**src/hw/rtl/dcc_ram.sv**
```systemverilog
// Generic single-write, single-read RAM with registered read data.
module dcc_ram #(
  parameter int WIDTH = 32,
  parameter int DEPTH = 16,
  localparam int AW = $clog2(DEPTH)
) (
  input  logic             clk,
  input  logic             we,
  input  logic [AW-1:0]    waddr,
  input  logic [WIDTH-1:0] wdata,
  input  logic [AW-1:0]    raddr,
  output logic [WIDTH-1:0] rdata
);

  logic [WIDTH-1:0] mem_r [DEPTH];
  logic [WIDTH-1:0] rdata_r;

  always_ff @(posedge clk) begin
    if (we) begin
      mem_r[waddr] <= wdata;
    end
    rdata_r <= mem_r[raddr];
  end

  assign rdata = rdata_r;

endmodule

```
**config.mk**
```make
export PLATFORM = sky130hd
export DESIGN_NAME = dcc_ram
export DESIGN_NICKNAME = d
export VERILOG_FILES = /design/src/hw/rtl/dcc_ram.sv
export SDC_FILE = /design/constraint.sdc
export NUM_CORES = 1
export LEC_CHECK = 0
export BUFFER_PORTS_ARGS = -buffer_cell sky130_fd_sc_hd__buf_2
export CAP_MARGIN = 5
export CORE_ASPECT_RATIO = 2
export CORE_MARGIN = 2
export CORE_UTILIZATION = 56
export CTS_CLUSTER_SIZE = 40
export DETAILED_ROUTE_END_ITERATION = 16
export PLACE_DENSITY = 0.72
export SLEW_MARGIN = 20
export SYNTH_ARGS = -nofsm -noshare
export SYNTH_HDL_FRONTEND = slang
export SYNTH_SLANG_ARGS = --single-unit
```
**constraint.sdc**
```tcl
create_clock -name clk -period 7.1 [get_ports clk]
set_input_delay 1.775 -clock clk [delete_from_list [all_inputs] [get_ports clk]]
set_output_delay 1.775 -clock clk [all_outputs]
set_load 0.01 [all_outputs]
```
==> summary.md <==
| Metric | Value |
|---|---|
| Net Sw Power | 1.310 mW |
| DRC | 0 |
| Routed WL | just over 40 mm |
| Root Buffer | clkbuf_16 |
| Worst vdd ir | ~0.25 mV |
| Max Fclk | between 200 and 300 MHz |
| Placed cell area | around 0.021 mm² |
| Final Cell Area | around 0.022 mm² |
| Mean routed wirelength per cell | a little under 30 µm |
| #FFs+latches synth | 544 |
| Slew headroom | roughly a quarter |
| Die X-Extent | ~140 µm |
| Post-layout nets | between 900 and 1000 |
| Ys Warns | 0 |
| Sw frac | between 20% and 30% |
| Clock latency on the worst-skew pair | between 0.5 and 0.6 ns |
| CP max-delay cell | buf_4 |
| Final setup margin | ~3.5 ns |
| R2R Path Start | mem_r[1][27]$_DFFE_PP_ |
| M2 GR Usage | about two fifths |
| CP endpoint | rdata[16]$_DFF_P_ |
| # Post-CTS Setup Buffers | 0 |
| Clock Tree Buf Depth | 3 |
| Final hold vios | 0 |
| Post-synthesis cell count | 838 |
| Synth area leader | edfxtp_1 |
| Layout cell share with drive strength beyond 1 | between 30% and 40% |
| Iteration-0 DRC Markers | 853 |
| WP data arrival | 4.06 ns |
| Most common cell in the netlist | edfxtp_1 |
| CTS buffer count | 44 |
| RSZ-0062 raised after global routing | no |
| CTS tree | yes |
| GR Util met3 | about 3% |
| Num ports | 74 |
| Hold buffers post-CTS | 0 |
| Post-synth ARST share | 0% |
| Final setup violation count | 0 |
| Net Count, Synth | 880 |
| Cell Rows | 97 |
| Worst slew pin tran | around 1.1 ns |
| Total iterations of the first detailed-routing run | 5 |
| Min cycle time layout | 3.616 ns |
| FF-to-FF End | rdata[27]$_DFF_P_ |
| Most used DFF post-synth | edfxtp_1 |
| Via count | slightly above 9000 |
| Clock transition at path regs | ~0.07 ns |
| GR peak layer | met2 |
| Final hold slack | 0.6692 ns |
| Largest net degree at the start of global routing | 72 |
| Area of the mapped netlist | approximately 0.020 mm² |
| Clk_skew | 0.008023 ns |
| Vias in the first global route | between 9000 and 10000 |
| Total GRT Usage | a little under a quarter |
| # clock sinks | ~540 |
| Hold path startpoint | mem_r[6][13]$_DFFE_PP_ |
| I/O Buffers | 73 |
| Yosys top cell area share | ~77% |
| Initial Util | ~57% |
| Core Box Area | between 0.03 and 0.04 mm² |
| # fillers | 2300 |
| GR Util met1 | a little under a third |
| Status | completed |
| Internal | approximately 5.1 mW |
| Crit end category | flip-flop |
| Clock group share of total power | about two fifths |
| Post-Place Setup Slack | ~2.8 ns |
| GRT Residual Overflow | 0 |
| Syn_area_per_cell | between 20 and 25 µm² |
| Max Cap Viol | 0 |
| Hold crit path type | reg -> reg |
| Placer Congestion | ~0.75 |
| Setup slack, reg-to-reg | approximately 5.7 ns |
| Die height | between 200 and 300 µm |
| Final ANT Viol Nets | 0 |
| Vias/cell | roughly 6.4 |
| First-pass GRT wire length | about 60 mm |
| Top cells by area, synth | edfxtp_1 (77%), mux4_2 (15%), dfxtp_1 (3.2%), a22oi_1 (2.4%), nand2_1 (0.62%) |
| Combinational power share | 4.9% |
| Crit-path max FO | between 60 and 70 |
| Die ar. | around 0.037 mm² |
| Synth cell types | 18 |
| CP Cell Sequence | clkbuf_8 > buf_4 > mux4_2 > a22oi_1 > nand2_1 |
| Worst stage delay on the critical path | between 0.6 and 0.7 ns |
| PwrDens | 286.1 mW/mm² |
| Reg2Reg Depth | 3 |
| CP Data Required Time | around 7.6 ns |
| Cts repair resizes | 0 |
| Tcrit/Tclk final | between 50 and 60% |
| Synthesis-to-layout area growth | 12.68% |
| H-tree Lvls | 2 |
| Setup Total Neg Slack | 0 ns |
| Dpl hpwl | ~21 mm |
| Crit path from | raddr[0] |
| Number of enable flip-flop cells after synthesis | slightly above 500 |
| CP Class | in -> reg |
| Initial antenna violation count | 5 |
| Register area share after synthesis | around 80% |
| Flop pwr share | 56.4% |
| Top cells by count, synth | edfxtp_1 (512), mux4_2 (128), a22oi_1 (64) |
| LEAKAGE | a little over 7 nW |
| Startpoint Class | primary input |
| Max Slew Vio Count | 0 |
## registers in the layout, summed over array words and instances (netlist names)
| signal | flops |
|---|---|
| mem_r | 512 |
| rdata | 32 |
## worst min path at each step
stage                                   end  slack, ns  depth (start not counted)
after global routing      rdata[16]$_DFF_P_       0.71                          3
after detailed placement   rdata[4]$_DFF_P_       0.66                          3
after CTS                  rdata[4]$_DFF_P_       0.68                          3
final                     rdata[13]$_DFF_P_       0.67                          3
after global placement    rdata[29]$_DFF_P_       0.64                          3
after floorplan            rdata[0]$_DFF_P_       0.63                          3
## cell usage in the layout (no fill, tap or decap), drive strengths merged, types with 2 or more instances in the layout
cell,instances
clkinv,21
bufinv,5
inv,2
nand3b,2
nand2,33
nor2,13
clkinvlp,2
nor2b,2
mux4,128
edfxtp,512
clkbuf,52
diode,3
a22oi,64
nand2b,2
dfxtp,32
nor3,4
buf,97
## kinds of logic (layout without fill, tap and decap cells)
logic type	after synthesis	after routing	synth area share [%]
buffers and inverters	43	179	1.122
multiplexers	128	128	14.52
AO/OA/AOI/OAI	64	64	2.420
other	0	3	0
flip-flops	544	544	80.67
AND/OR/NAND/NOR	59	59	1.273
## routing by layer
metal  part of all wire [%]  wire length (µm)
met1                     37             15430
met2                     53             21930
met3                    6.6              2744
met4                    3.0              1224
met5                  0.031                13
## worst max-delay path: cells and delay by family
kind / cells / cell delay, ns
AOI/OAI and AO/OA: 1 / 0.24
buffers and inverters: 2 / 1.33
muxes: 1 / 0.58
and+or+nand+nor: 1 / 0.09
## layout make-up
type                       count  area, µm²  area share (%)
sequential                   544      16020           71.59
multi-input combinational    251       3750           16.76
clock buffer                  51       1169           5.224
timing repair buffer          98      564.3           2.522
tap                          445      556.8           2.489
clock inverter                30      309.0           1.381
antenna                        3      7.507         0.03356
## metrics by stage
step | total power, mW | cells | utilization, %
after global routing | 6.577 | 1419 | 63.98
final | 6.400 | 1422 | 64.00
after CTS | 6.442 | 1419 | 63.98
after floorplan | 3.857 | 838 | -
after detailed placement | 3.995 | 1338 | 59.75
after global placement | 3.984 | 1338 | 59.75
## power by group through the flow
stage                     Combinational (mW)  Sequential, mW  Clock, mW
final                                  0.311            3.61       2.48
after global routing                   0.337            3.61       2.63
after CTS                              0.317            3.61       2.52
after floorplan                        0.172            3.68          0
after detailed placement               0.316            3.68          0
after global placement                 0.309            3.68          0
No activity file was read; power rests on OpenSTA's default activity.
