--- config.mk ---
export PLATFORM = sky130hd
export DESIGN_NAME = dcc_div
export DESIGN_NICKNAME = d
export VERILOG_FILES = /design/src/hw/rtl/dcc_div.sv
export SDC_FILE = /design/constraint.sdc
export NUM_CORES = 1
export LEC_CHECK = 0
export BUFFER_PORTS_ARGS = -buffer_cell sky130_fd_sc_hd__buf_2
export CAP_MARGIN = 20
export CORE_MARGIN = 1
export CORE_UTILIZATION = 60
export CTS_CLUSTER_DIAMETER = 120
export DETAILED_ROUTE_END_ITERATION = 6
export MAX_ROUTING_LAYER = met4
export PLACE_DENSITY = 0.81
export SKIP_CTS_REPAIR_TIMING = 1
export SYNTH_ARGS = -nofsm -noshare
export SYNTH_HDL_FRONTEND = slang
export SYNTH_SLANG_ARGS = --single-unit
--- constraint.sdc ---
create_clock -name clk -period 3.1 [get_ports clk]
set_input_delay 0 -clock clk [delete_from_list [all_inputs] [get_ports clk]]
set_output_delay 0 -clock clk [all_outputs]
set_load 0.05 [all_outputs]
--- src/hw/rtl/dcc_div.sv ---
// Iterative restoring divider for 2^(2*FRAC_BITS) / divisor, saturated to 31 bits.
module dcc_div #(
  parameter int FRAC_BITS = 16
) (
  input  logic        clk,
  input  logic        rst_n,
  input  logic        start,
  input  logic [31:0] divisor,
  output logic        busy,
  output logic        done,
  output logic [31:0] quot_sat
);

  localparam logic [63:0] DIVIDEND = 64'(1) << (2 * FRAC_BITS);

  logic        busy_r, done_r;
  logic [5:0]  cnt_r;
  logic [63:0] dvd_r, quot_r;
  logic [31:0] dsr_r, rem_r;
  logic [32:0] rem_t;
  logic        ge;

  assign rem_t = {rem_r, dvd_r[63]};
  assign ge    = rem_t >= {1'b0, dsr_r};

  always_ff @(posedge clk) begin
    if (!rst_n) begin
      busy_r <= 1'b0;
      done_r <= 1'b0;
      cnt_r  <= '0;
    end else begin
      done_r <= 1'b0;
      if (start) begin
        busy_r <= 1'b1;
        cnt_r  <= '0;
      end else if (busy_r) begin
        cnt_r <= cnt_r + 6'd1;
        if (cnt_r == 6'd63) begin
          busy_r <= 1'b0;
          done_r <= 1'b1;
        end
      end
    end
    if (start) begin
      dvd_r  <= DIVIDEND;
      dsr_r  <= divisor;
      rem_r  <= '0;
      quot_r <= '0;
    end else if (busy_r) begin
      dvd_r  <= {dvd_r[62:0], 1'b0};
      rem_r  <= ge ? 32'(rem_t - {1'b0, dsr_r}) : rem_t[31:0];
      quot_r <= {quot_r[62:0], ge};
    end
  end

  assign busy     = busy_r;
  assign done     = done_r;
  assign quot_sat = (|quot_r[63:31]) ? 32'h7FFFFFFF : quot_r[31:0];

endmodule

==> impl_metrics.ini <==
[synthesis]
synth-simple-area-share = 0.168
synth_area_um2 = 8320
synth_mux_area_frac = 0.124
avgSynthCellArea_um2 = 9.39
synth_cell_types = 62
yosys.area_share.adder = 0.0520
synth_xor_xnor_area_share = 0.0305
synth_edf_count = 32
ys_ff_latch = 168
synth_compound_area_frac = 0.136
ys.flop_type = dfxtp_1
ys.warnings.count = 0
synthCells = 886
synth_top_family_by_area = simple AND/OR/NAND/NOR gates
postSynth.asyncResetShare = 0
syn-num-nets = 955
yosysSeqAreaShare = 0.443

[placed_design]
pre_cts_ws_ps = -89.1
place_hpwl_um = 11100
io_buffers = 67
gp_congestion = 0.893

[detailed_routing]
routedWlPerCell_um = 14.6
drt-total-wl_um = 17300
drt_iter0_markers = 491
post_drt_via_cell_ratio = 5.59
ant_nets = 0
drtPass1Iterations = 5
drc = 0
vias = 6641

[floorplanning]
die_x_um = 120
design.core.area_um2 = 13400
fp.dieArea_um2 = 14300
die_y_um = 120
core.rowCount = 42
initial_core_util = 0.621
ioPinCount = 69

[cts]
cts_root_buf = clkbuf_16
cts.htree.levels = 4
cts_sinks = 168
cts_buffers = 17
cts_buffer_depth = 2
cts_tree = built
clk_latency_ps = 430
clk_pin_slew_ps = 60

[timing]
post-route-period-util = 0.977
tightestPinTransition_ps = 916
fin_crit_ps = 3030
timing.slew.headroom = 0.390
hold_violations = 0
rsz0062_at_grt = yes
setup_ws_ps = 70.4
finalSetupViolations = 0
slew_violations = 0
fin_skew_ps = 4.33
tns_ps = 0
fmax_mhz = 330

[setup_path]
worstPathRequired_ps = 3430
crit_arrival_ps = 3360
cp-start-kind = flop
crit_path_max_fanout = 14
crit_type = flop to flop
endpoint_kind = flop

[final_layout]
register_area_um2 = 3690
fin_nets = 1070
final_core_util = 0.762
syn_to_final_growth_pct = 22.7
drive_gt1_frac = 0.201
multiInputGateArea_um2 = 4400
antenna_cells = 0
n_fill_cell = 899

[grt]
grt_overflow = 0
grt_pass1_wl_um = 27300
grt_pass1_vias = 5996
antenna_found_initial = 0
track_usage = 0.243
grt_max_degree = 87

[run]
max_cap_violations = 0

[hold_path]
hold_path.class = primary input to flop

[power_and_ir_drop]
ir_drop_mv = 0.394
cellLeakagePower_nw = 4.59
power_density_nw_per_um2 = 559
power_mw = 5.71

[status]
status = completed
worst max-delay path, stage by stage, from the launching register on:
cell      delay, ps
edfxtp_1        320
inv_1            40
ha_1            300
nand4_1         190
or4_4           540
nor4_4          140
o21ai_1         100
a21oi_2         190
nor3_4           70
buf_12          150
buf_12          140
or4_1           510
a311oi_1        260
sequential cells by signal, summed over array words and instances (netlist names):
signal,cells
busy,1
cnt_r,6
done,1
dsr_r,32
dvd_r,32
quot_r,64
rem_r,32
worst paths after layout:
kind,slack [ps],cells after the start,end,from
worst max-delay path,70,12,rem_r[24]$_SDFFE_PP0P_,dsr_r[16]$_DFFE_PP_
worst min-delay path,190,2,dvd_r[46]$_SDFFE_PP0P_,start
worst max register to register,70,12,rem_r[24]$_SDFFE_PP0P_,dsr_r[16]$_DFFE_PP_
worst min register to register,460,1,dvd_r[32]$_SDFFE_PP1P_,dvd_r[32]$_SDFFE_PP1P_
cells by family (layout without fill, tap and decap cells):
family	count (synthesis)	after routing
AND/OR/NAND/NOR	298	298
flip-flops	168	168
AO/OA/AOI/OAI	160	160
multiplexers	103	103
buffers and inverters	93	220
adder cells (fa/ha/maj)	34	34
XOR/XNOR	29	29
other	1	1
cells in the mapped netlist (all sizes together), types with 10 or more instances:
library cell  number  area share
xnor2             13       0.014
nor2             151       0.068
a21oi             59       0.040
buf               18       0.012
nand4             15       0.011
nand2b            36       0.027
nand2             44       0.020
o21ai             20       0.012
dfxtp            136        0.33
edfxtp            32        0.12
xor2              16       0.017
a211oi            23       0.027
ha                33       0.050
nor3              10      0.0074
mux2i            101        0.12
inv               39       0.018
clkbuf            36       0.016
a21o              23       0.021
metal layers:
layer	part of all wire	global-route usage	wire, um	up-vias
li1	-	-	-	3325
met4	0.012	0.0828	215	0
met2	0.48	0.380	8400	136
met1	0.47	0.315	8060	3150
met5	0	-	0	-
met3	0.037	0.0490	641	30
cell type report:
| class | instances | area share |
|---|---|---|
| Clock buffer | 20 | 0.0458 |
| Multi-Input combinational cell | 625 | 0.431 |
| Inverter | 39 | 0.0147 |
| Timing Repair Buffer | 150 | 0.110 |
| Tap cell | 176 | 0.0216 |
| Sequential cell | 168 | 0.361 |
| Clock inverter | 11 | 0.0156 |
stage by stage:
stage	cells	instance area [um2]	hold slack, ps
after floorplan	886	8320	98.9
final	1189	10200	192
after detailed placement	1120	9060	178
after global routing	1189	10200	222
after CTS	1151	9690	-270
after global placement	1120	9060	176
placed cells by master, fill, tap and decap left out, types with 16 or more instances in the layout:
| cell | Yosys | routed |
|---|---|---|
| buf_4 | 3 | 44 |
| nand2b_1 | 36 | 36 |
| ha_1 | 33 | 32 |
| mux2i_1 | 101 | 101 |
| a21oi_1 | 48 | 44 |
| dfxtp_1 | 136 | 135 |
| edfxtp_1 | 32 | 32 |
| a21o_1 | 23 | 23 |
| xor2_1 | 16 | 16 |
| buf_2 | 6 | 66 |
| nand2_1 | 44 | 41 |
| dlygate4sd3_1 | 0 | 33 |
| inv_1 | 39 | 38 |
| nor2_1 | 151 | 150 |
| clkbuf_16 | 0 | 18 |
power breakdown:
part           switching (mW)  internal (mW)  leakage (nW)  total, mW
logic                   0.617          0.504          2.87       1.12
clock network           0.881           1.35         0.305       2.23
registers              0.0545           2.30          1.42       2.36
(Power assumes the default switching activity.)
