$ cat src/hw/rtl/dcc_sqrt.sv
// Iterative floor square root, one result bit per cycle.
module dcc_sqrt (
  input  logic        clk,
  input  logic        rst_n,
  input  logic        start,
  input  logic [63:0] x,
  output logic        busy,
  output logic        done,
  output logic [31:0] root
);

  logic        busy_r, done_r;
  logic [4:0]  cnt_r;
  logic [63:0] x_r;
  logic [33:0] rem_r;
  logic [31:0] root_r;
  logic [35:0] rem_t, trial;
  logic        ge;

  assign rem_t = {rem_r, x_r[63:62]};
  assign trial = {2'b00, root_r, 2'b01};
  assign ge    = rem_t >= trial;

  always_ff @(posedge clk) begin
    if (!rst_n) begin
      busy_r <= 1'b0;
      done_r <= 1'b0;
      cnt_r  <= '0;
    end else begin
      done_r <= 1'b0;
      if (start) begin
        busy_r <= 1'b1;
        cnt_r  <= '0;
      end else if (busy_r) begin
        cnt_r <= cnt_r + 5'd1;
        if (cnt_r == 5'd31) begin
          busy_r <= 1'b0;
          done_r <= 1'b1;
        end
      end
    end
    if (start) begin
      x_r    <= x;
      rem_r  <= '0;
      root_r <= '0;
    end else if (busy_r) begin
      x_r    <= {x_r[61:0], 2'b00};
      rem_r  <= ge ? 34'(rem_t - trial) : 34'(rem_t);
      root_r <= {root_r[30:0], ge};
    end
  end

  assign busy = busy_r;
  assign done = done_r;
  assign root = root_r;

endmodule

$ cat config.mk
export PLATFORM = sky130hd
export DESIGN_NAME = dcc_sqrt
export DESIGN_NICKNAME = d
export VERILOG_FILES = /design/src/hw/rtl/dcc_sqrt.sv
export SDC_FILE = /design/constraint.sdc
export NUM_CORES = 1
export LEC_CHECK = 0
export CAP_MARGIN = 0
export CORE_MARGIN = 4
export CORE_UTILIZATION = 44
export CTS_CLUSTER_SIZE = 30
export DETAILED_ROUTE_END_ITERATION = 6
export DONT_BUFFER_PORTS = 1
export HOLD_SLACK_MARGIN = 0.12
export SLEW_MARGIN = 0
export SYNTH_ARGS = -nofsm -noshare
export SYNTH_HDL_FRONTEND = slang
export SYNTH_SLANG_ARGS = --single-unit
$ cat constraint.sdc
create_clock -name clk -period 4.8 [get_ports clk]
set_clock_uncertainty 0.2 [all_clocks]
set_input_delay 0.24 -clock clk [delete_from_list [all_inputs] [get_ports clk]]
set_output_delay 0.24 -clock clk [all_outputs]
set_load 0.01 [all_outputs]
==> results.json, run 1 <==
{
  "fin_crit_ps": 3560,
  "rr_startpoint": "root[0]",
  "initial_core_util_pct": 44.7,
  "setup_viol": 0,
  "tritoncts": "done",
  "max_cap_violations": 0,
  "grt_pass1_wl_mm": 29.4,
  "ff2ff_setup_slack_ps": 1240,
  "finalHoldViolations": 0,
  "post-route-period-util_pct": 74.1,
  "tritoncts_num_sinks": 137,
  "synth.net_count": 858,
  "routed-via-count": 5721,
  "layout_commonest_cell": "sky130_fd_sc_hd__nor2_1",
  "asyncSetResetFlopFracSynth_pct": 0,
  "finish.net_count": 912,
  "postRouteAntennaNets": 0,
  "max_slew_margin_pct": 45.8,
  "rsz_0062_raised_after_global_routing": "no",
  "critical_path.startpoint_type": "flop",
  "gp_congestion": 0.878,
  "grt_antenna_before_repair": 0,
  "cts_resized": 0,
  "synthesis.yosys.warnings": 0,
  "synth.yosys.seq_area_share_pct": 44.1,
  "synth.lib_cells_used.distinct": 68,
  "p_seq_share_pct": 30.3,
  "path_common_cell": "sky130_fd_sc_hd__a211oi_2",
  "critical_path.endpoint_type": "flop",
  "cts_root_buf": "sky130_fd_sc_hd__clkbuf_16",
  "avgSynthCellArea_um2": 10.2,
  "holdPathEnd": "rem_r[32]",
  "row_count": 48,
  "multi_input_area_um2": 3930,
  "fraction_of_final_layout_cells_sized_beyond_drive_strength_1_pct": 16.7,
  "category_of_the_critical_setup_timing_path": "flop to flop",
  "fin_worst_hold_slack_ps": 286,
  "critPathMaxFanout": 17,
  "max_freq_mhz": 281,
  "postSynth.topFlopCell": "sky130_fd_sc_hd__dfxtp_1",
  "routed_wire_length_per_instance_um": 16.7,
  "worstPathCellList": "inv_1, ha_1, nor2b_4, o31ai_4, a211oi_2, o21ba_4, o211ai_4, a211oi_2, nor2_2, buf_4, nand2_1, a311oi_1",
  "data_arrival_time_at_the_worst_slack_endpoint_ps": 3680,
  "timing.hold.worst.start": "rem_r[32]",
  "via_count_of_the_first_global_routing_pass": 5864,
  "clock_path_buffers": 2,
  "power_density_nw_per_um2": 535,
  "switching_power_mw": 1.91,
  "cpMaxStageDelayCell": "sky130_fd_sc_hd__nor2_2",
  "p_total_mw": 4.85,
  "number_of_clock_buffers_inserted_by_tritoncts": 17,
  "rr_worst_depth": 12,
  "comb_power_share_pct": 42.8,
  "layout_common_cells": "82 x sky130_fd_sc_hd__nor2_1, 72 x sky130_fd_sc_hd__dfxtp_1, 66 x sky130_fd_sc_hd__dlygate4sd3_1, 64 x sky130_fd_sc_hd__edfxtp_1, 62 x sky130_fd_sc_hd__mux2_2",
  "firstDrtPassIters": 4,
  "power.leakage_nw": 3.45,
  "critPathRequiredTime_ps": 4920,
  "filler_cell_count": 1555,
  "grt.total_usage_pct": 18.1,
  "run_status": "finished clean",
  "clock_power_share_pct": 27.0,
  "die_w_um": 140,
  "drt-vias-per-instance": 5.46,
  "placement.cell_area_um2": 7790,
  "tns_ps": 0,
  "stdcell_area_um2": 9060,
  "finalWirelength_mm": 17.5,
  "worst_hold_path_type": "flop to flop",
  "detailed_placement_hpwl_mm": 11.5,
  "grt_max_degree": 132,
  "clkTransAtPathRegs_ps": 70,
  "input_output_buffers": 0,
  "critical_path.max_stage_delay_ps": 520,
  "die-area_um2": 19600,
  "ir_worst_vdd_mv": 0.331,
  "drc": 0,
  "cts_max_level": 4,
  "synth-edff-count": 64,
  "antenna_cells": 0,
  "dieHeight_um": 140,
  "synthesis.instances": 755,
  "design.portCount": 101,
  "ys_ff_latch": 137,
  "sequential_cell_area_um2": 3390,
  "slew_violations": 0,
  "switching_share_pct": 39.5,
  "area_growth_pct": 18.1,
  "overflow": 0,
  "worst_hold_path.num_cells": 2,
  "drt-initial-drc-count": 273,
  "internal-power_mw": 2.94,
  "synthesis.area_um2": 7670,
  "worst_pin_slew_ps": 813,
  "clock_insertion_delay_worst_skew_ps": 420,
  "worstReg2RegEnd": "rem_r[20]",
  "placeableCoreArea_um2": 17200
}
==> critical path: cells and delay by family (launching register included) <==
family | cells | cell delay, ps
DFF | 1 | 440
buffers and inverters | 2 | 430
AOI/OAI and AO/OA | 6 | 1260
adders and majority gates | 1 | 370
and+or+nand+nor | 3 | 770
==> metrics by stage <==
step                      setup WS [ps]  cells  util, %
after detailed placement           1250    948     45.4
after floorplan                    1960    755        -
after global routing                967   1047     52.7
after CTS                          1230   1047     52.7
final                              1240   1047     52.7
after global placement             1370    948     45.4
==> layer usage <==
metal  up-vias  share of wire [%]  global-route usage, %
met1      2714                 45                   23.0
li1       2846                  -                      -
met2       143                 47                   29.4
met5         -                  0                      0
met4         0                1.4                   5.00
met3        18                6.0                   6.38
==> what timing repair did <==
action,in CTS,in global routing
setup buffers,0,0
hold endpoints to repair,137,0
hold buffers,67,0
==> kinds of logic (layout without fill, tap and decap cells) <==
| logic type | count (synthesis) | after routing | synth area share [%] |
|---|---|---|---|
| flops | 137 | 137 | 44.1 |
| simple gates | 224 | 224 | 13.6 |
| xor+xnor | 22 | 22 | 2.51 |
| compound gates | 157 | 157 | 15.4 |
| mux | 98 | 98 | 13.8 |
| fa+ha+maj | 36 | 36 | 5.87 |
| buf+inv | 81 | 148 | 4.70 |
==> area by class of cell <==
cell class              instances  share of cell area (%)
multi-input cells             537                    43.4
flip-flops and latches        137                    37.4
repair buffers                 70                    7.85
clock buffers                  17                    4.70
well taps                     225                    3.11
inverters                      46                    1.91
clock inverters                15                    1.69
==> synth_stat cells, types with 2 or more instances <==
| cell | number | area (µm²) |
|---|---|---|
| sky130_fd_sc_hd__o31a_1 | 3 | 26.3 |
| sky130_fd_sc_hd__nand2b_1 | 9 | 56.3 |
| sky130_fd_sc_hd__or3_1 | 5 | 31.3 |
| sky130_fd_sc_hd__o21a_2 | 2 | 17.5 |
| sky130_fd_sc_hd__a21o_1 | 9 | 67.6 |
| sky130_fd_sc_hd__buf_1 | 5 | 18.8 |
| sky130_fd_sc_hd__clkbuf_1 | 22 | 82.6 |
| sky130_fd_sc_hd__nor3_1 | 10 | 50.1 |
| sky130_fd_sc_hd__o311ai_0 | 2 | 17.5 |
| sky130_fd_sc_hd__nand2_1 | 59 | 221 |
| sky130_fd_sc_hd__a21oi_1 | 45 | 225 |
| sky130_fd_sc_hd__a31oi_1 | 5 | 31.3 |
| sky130_fd_sc_hd__and2_1 | 4 | 25.0 |
| sky130_fd_sc_hd__mux2_2 | 62 | 698 |
| sky130_fd_sc_hd__o21ai_1 | 9 | 45.0 |
| sky130_fd_sc_hd__a311oi_1 | 13 | 114 |
| sky130_fd_sc_hd__o21a_1 | 8 | 60.1 |
| sky130_fd_sc_hd__nor2b_1 | 4 | 25.0 |
| sky130_fd_sc_hd__ha_1 | 36 | 450 |
| sky130_fd_sc_hd__mux2i_1 | 36 | 360 |
| sky130_fd_sc_hd__dfxtp_1 | 73 | 1460 |
| sky130_fd_sc_hd__a211oi_1 | 7 | 52.6 |
| sky130_fd_sc_hd__buf_2 | 2 | 10.0 |
| sky130_fd_sc_hd__xor2_1 | 9 | 78.8 |
| sky130_fd_sc_hd__a211oi_2 | 4 | 50.1 |
| sky130_fd_sc_hd__nand3_1 | 14 | 70.1 |
| sky130_fd_sc_hd__nor2_1 | 82 | 308 |
| sky130_fd_sc_hd__o211ai_1 | 4 | 30.0 |
| sky130_fd_sc_hd__o21bai_1 | 2 | 15.0 |
| sky130_fd_sc_hd__buf_6 | 3 | 33.8 |
| sky130_fd_sc_hd__xnor2_1 | 13 | 114 |
| sky130_fd_sc_hd__a311oi_2 | 10 | 150 |
| sky130_fd_sc_hd__o21ai_0 | 16 | 80.1 |
| sky130_fd_sc_hd__nor2_2 | 3 | 18.8 |
| sky130_fd_sc_hd__or2_2 | 2 | 12.5 |
| sky130_fd_sc_hd__nand4_1 | 6 | 37.5 |
| sky130_fd_sc_hd__and3_1 | 7 | 43.8 |
| sky130_fd_sc_hd__edfxtp_1 | 64 | 1920 |
| sky130_fd_sc_hd__o31ai_1 | 2 | 15.0 |
| sky130_fd_sc_hd__inv_1 | 46 | 173 |
| sky130_fd_sc_hd__nand2_2 | 10 | 62.6 |
| sky130_fd_sc_hd__nand4b_1 | 2 | 17.5 |
==> power groups by stage <==
stage	clock network [mW]	registers [mW]	logic (mW)
2_1_floorplan	0	1.45	1.77
4_1_cts	1.33	1.47	2.08
3_5_place_dp	0	1.49	2.00
6_report	1.31	1.47	2.07
5_1_grt	1.40	1.48	2.32
3_3_place_gp	0	1.49	1.97
==> flip-flops by register name, indices dropped and copies added, names as in the netlist <==
| register | cells |
|---|---|
| busy | 1 |
| root | 32 |
| done | 1 |
| x_r | 64 |
| cnt_r | 5 |
| rem_r | 34 |
==> how the worst max path moves through the flow <==
stage	start	to	cells after the start
2_1_floorplan	root[0]	rem_r[33]	11
3_3_place_gp	root[0]	rem_r[23]	12
3_5_place_dp	root[0]	rem_r[12]	12
4_1_cts	root[0]	rem_r[21]	12
5_1_grt	root[15]	rem_r[24]	12
6_report	root[0]	rem_r[20]	12
(Power assumes the default switching activity.)
==> run 2, diff against run 1 <==
==> constraint.sdc (replaced) <==
create_clock -name clk -period 3.7 [get_ports clk]
set_clock_uncertainty 0.2 [all_clocks]
set_input_delay 0.185 -clock clk [delete_from_list [all_inputs] [get_ports clk]]
set_output_delay 0.185 -clock clk [all_outputs]
set_load 0.01 [all_outputs]
==> results.json, run 2 (same netlist as run 1, synthesis figures left out) <==
{
  "placement.cell_area_um2": 7820,
  "layout_common_cells": "82 x sky130_fd_sc_hd__nor2_1, 72 x sky130_fd_sc_hd__dfxtp_1, 67 x sky130_fd_sc_hd__dlygate4sd3_1, 64 x sky130_fd_sc_hd__edfxtp_1, 62 x sky130_fd_sc_hd__mux2_2",
  "rsz_0062_raised_after_global_routing": "no",
  "data_arrival_time_at_the_worst_slack_endpoint_ps": 3380,
  "fin_crit_ps": 3260,
  "area_growth_pct": 18.4,
  "switching_power_mw": 2.50,
  "critical_path.max_stage_delay_ps": 440,
  "finish.net_count": 916,
  "filler_cell_count": 1574,
  "p_seq_share_pct": 30.2,
  "clock_path_buffers": 2,
  "worst_hold_path_type": "flop to flop",
  "grt_antenna_before_repair": 1,
  "worstPathCellList": "inv_1, ha_1, nor2b_4, o31ai_4, a211oi_2, o21ba_4, o211ai_4, a211o_2, nand2_4, o21a_1, a32o_1",
  "slew_violations": 0,
  "critPathMaxFanout": 29,
  "grt.total_usage_pct": 18.1,
  "initial_core_util_pct": 44.7,
  "grt_util_met2_pct": 30.0,
  "max_freq_mhz": 307,
  "finalHoldViolations": 0,
  "dpl_worst_slack_ps": 432,
  "category_of_the_critical_setup_timing_path": "flop to flop",
  "gp_congestion": 0.889,
  "power.leakage_nw": 3.46,
  "cpMaxStageDelayCell": "sky130_fd_sc_hd__dfxtp_1",
  "tritoncts": "done",
  "grt_busiest_layer": "met2",
  "overflow": 0,
  "layout_commonest_cell": "sky130_fd_sc_hd__nor2_1",
  "power_density_nw_per_um2": 693,
  "tns_ps": 0,
  "multi_input_area_um2": 3930,
  "stdcell_area_um2": 9080,
  "cts_max_level": 4,
  "drt-initial-drc-count": 227,
  "design.portCount": 101,
  "rr_worst_depth": 11,
  "placeableCoreArea_um2": 17200,
  "grt.met3_usage_pct": 4.81,
  "worst_hold_path.num_cells": 2,
  "clock_power_share_pct": 26.2,
  "tritoncts_num_sinks": 137,
  "worstReg2RegEnd": "rem_r[33]",
  "path_buf_inv": 1,
  "timing.final.ws_setup_ps": 439,
  "global_route.usage.met1_pct": 23.0,
  "critPathRequiredTime_ps": 3820,
  "input_output_buffers": 0,
  "finalWirelength_mm": 17.5,
  "largest_delay_share_family_worst_path": "compound AO/OA/AOI/OAI gates",
  "die-area_um2": 19600,
  "fraction_of_final_layout_cells_sized_beyond_drive_strength_1_pct": 17.1,
  "numPlacedInstances": 951,
  "setup_viol": 0,
  "postRouteAntennaNets": 0,
  "post-route-period-util_pct": 88.1,
  "grt_pass1_wl_mm": 29.4,
  "run_status": "finished clean",
  "drt-vias-per-instance": 5.46,
  "drc": 0,
  "regMostFlops": "x_r",
  "max_slew_margin_pct": 47.1,
  "row_count": 48,
  "ff2ff_setup_slack_ps": 440,
  "switching_share_pct": 39.8,
  "post-cts-setup-buffers": 0,
  "p_total_mw": 6.30,
  "clock_insertion_delay_worst_skew_ps": 420,
  "timing.hold.worst.start": "rem_r[25]",
  "via_count_of_the_first_global_routing_pass": 5850,
  "comb_power_share_pct": 43.6,
  "critical_path.endpoint_type": "flop",
  "routed-via-count": 5748,
  "dieHeight_um": 140,
  "number_of_clock_buffers_inserted_by_tritoncts": 17,
  "ir_worst_vdd_mv": 0.479,
  "holdPathEnd": "rem_r[25]",
  "max_cap_violations": 0,
  "grt_max_degree": 132,
  "largest_register_ffs": 64,
  "internal-power_mw": 3.79,
  "die_w_um": 140,
  "cts_root_buf": "sky130_fd_sc_hd__clkbuf_16",
  "finalNonFillerCells": 1052,
  "rr_startpoint": "root[0]",
  "routed_wire_length_per_instance_um": 16.7,
  "worst_pin_slew_ps": 793,
  "clkTransAtPathRegs_ps": 70,
  "critical_path.startpoint_type": "flop",
  "firstDrtPassIters": 5,
  "detailed_placement_hpwl_mm": 11.6,
  "sequential_cell_area_um2": 3390
}
==> run 2: changes by cell type in the layout (fill, tap and decap cells not counted) <==
cell	previous run	this run
sky130_fd_sc_hd__buf_4	3	6
sky130_fd_sc_hd__inv_6	7	5
sky130_fd_sc_hd__bufinv_16	1	0
sky130_fd_sc_hd__clkbuf_8	0	1
sky130_fd_sc_hd__clkinv_1	1	0
sky130_fd_sc_hd__clkinv_4	0	1
sky130_fd_sc_hd__clkinvlp_4	1	2
sky130_fd_sc_hd__diode_2	0	1
sky130_fd_sc_hd__dlygate4sd3_1	66	67
sky130_fd_sc_hd__inv_8	4	5
==> run 2: per-layer routing <==
layer | vias to the layer above | part of all wire, %
met2 | 144 | 48
met3 | 18 | 5.4
li1 | 2859 | -
met5 | - | 0
met4 | 0 | 1.4
met1 | 2727 | 45
==> run 2: worst max path at each step <==
stage,start,end,slack [ps],depth (start not counted)
after floorplan,root[0],rem_r[33],860,11
after global placement,root[0],rem_r[33],510,11
after detailed placement,root[0],rem_r[33],430,11
after CTS,root[0],rem_r[33],400,11
after global routing,root[19],rem_r[12],190,11
final,root[0],rem_r[33],440,11
==> run 2: what timing repair did <==
item,CTS,global route
hold buffers,68,0
resized for setup,0,0
hold endpoints to repair,137,0
==> run 2: metrics by stage <==
step                hold slack, ps  util, %
finish                         283     52.9
global route                   294     52.9
CTS                            262     52.9
detailed placement            80.1     45.5
global placement              80.8     45.5
floorplan                      103        -
==> run 2: worst register-to-register path, cell delays in order (launching register included) <==
cell and delay, ps:
sky130_fd_sc_hd__dfxtp_1 440, sky130_fd_sc_hd__inv_1 70, sky130_fd_sc_hd__ha_1 370, sky130_fd_sc_hd__nor2b_4 170, sky130_fd_sc_hd__o31ai_4 250, sky130_fd_sc_hd__a211oi_2 130
sky130_fd_sc_hd__o21ba_4 240, sky130_fd_sc_hd__o211ai_4 230, sky130_fd_sc_hd__a211o_2 270, sky130_fd_sc_hd__nand2_4 270, sky130_fd_sc_hd__o21a_1 280, sky130_fd_sc_hd__a32o_1 240
==> run 2: power groups by stage <==
| stage | logic, mW | registers (mW) | clock network, mW |
|---|---|---|---|
| 4_1_cts | 2.74 | 1.90 | 1.69 |
| 6_report | 2.74 | 1.90 | 1.65 |
| 3_3_place_gp | 2.61 | 1.93 | 0 |
| 2_1_floorplan | 2.30 | 1.88 | 0 |
| 5_1_grt | 3.03 | 1.92 | 1.77 |
| 3_5_place_dp | 2.64 | 1.93 | 0 |
==> run 2: final cells by class <==
cell class | instances | area share, %
Clock buffer | 18 | 4.83
Inverter | 46 | 1.90
Timing Repair Buffer | 74 | 8.18
Clock inverter | 14 | 1.42
Sequential cell | 137 | 37.3
Antenna cell | 1 | 0.0275
Tap cell | 225 | 3.10
Multi-Input combinational cell | 537 | 43.3
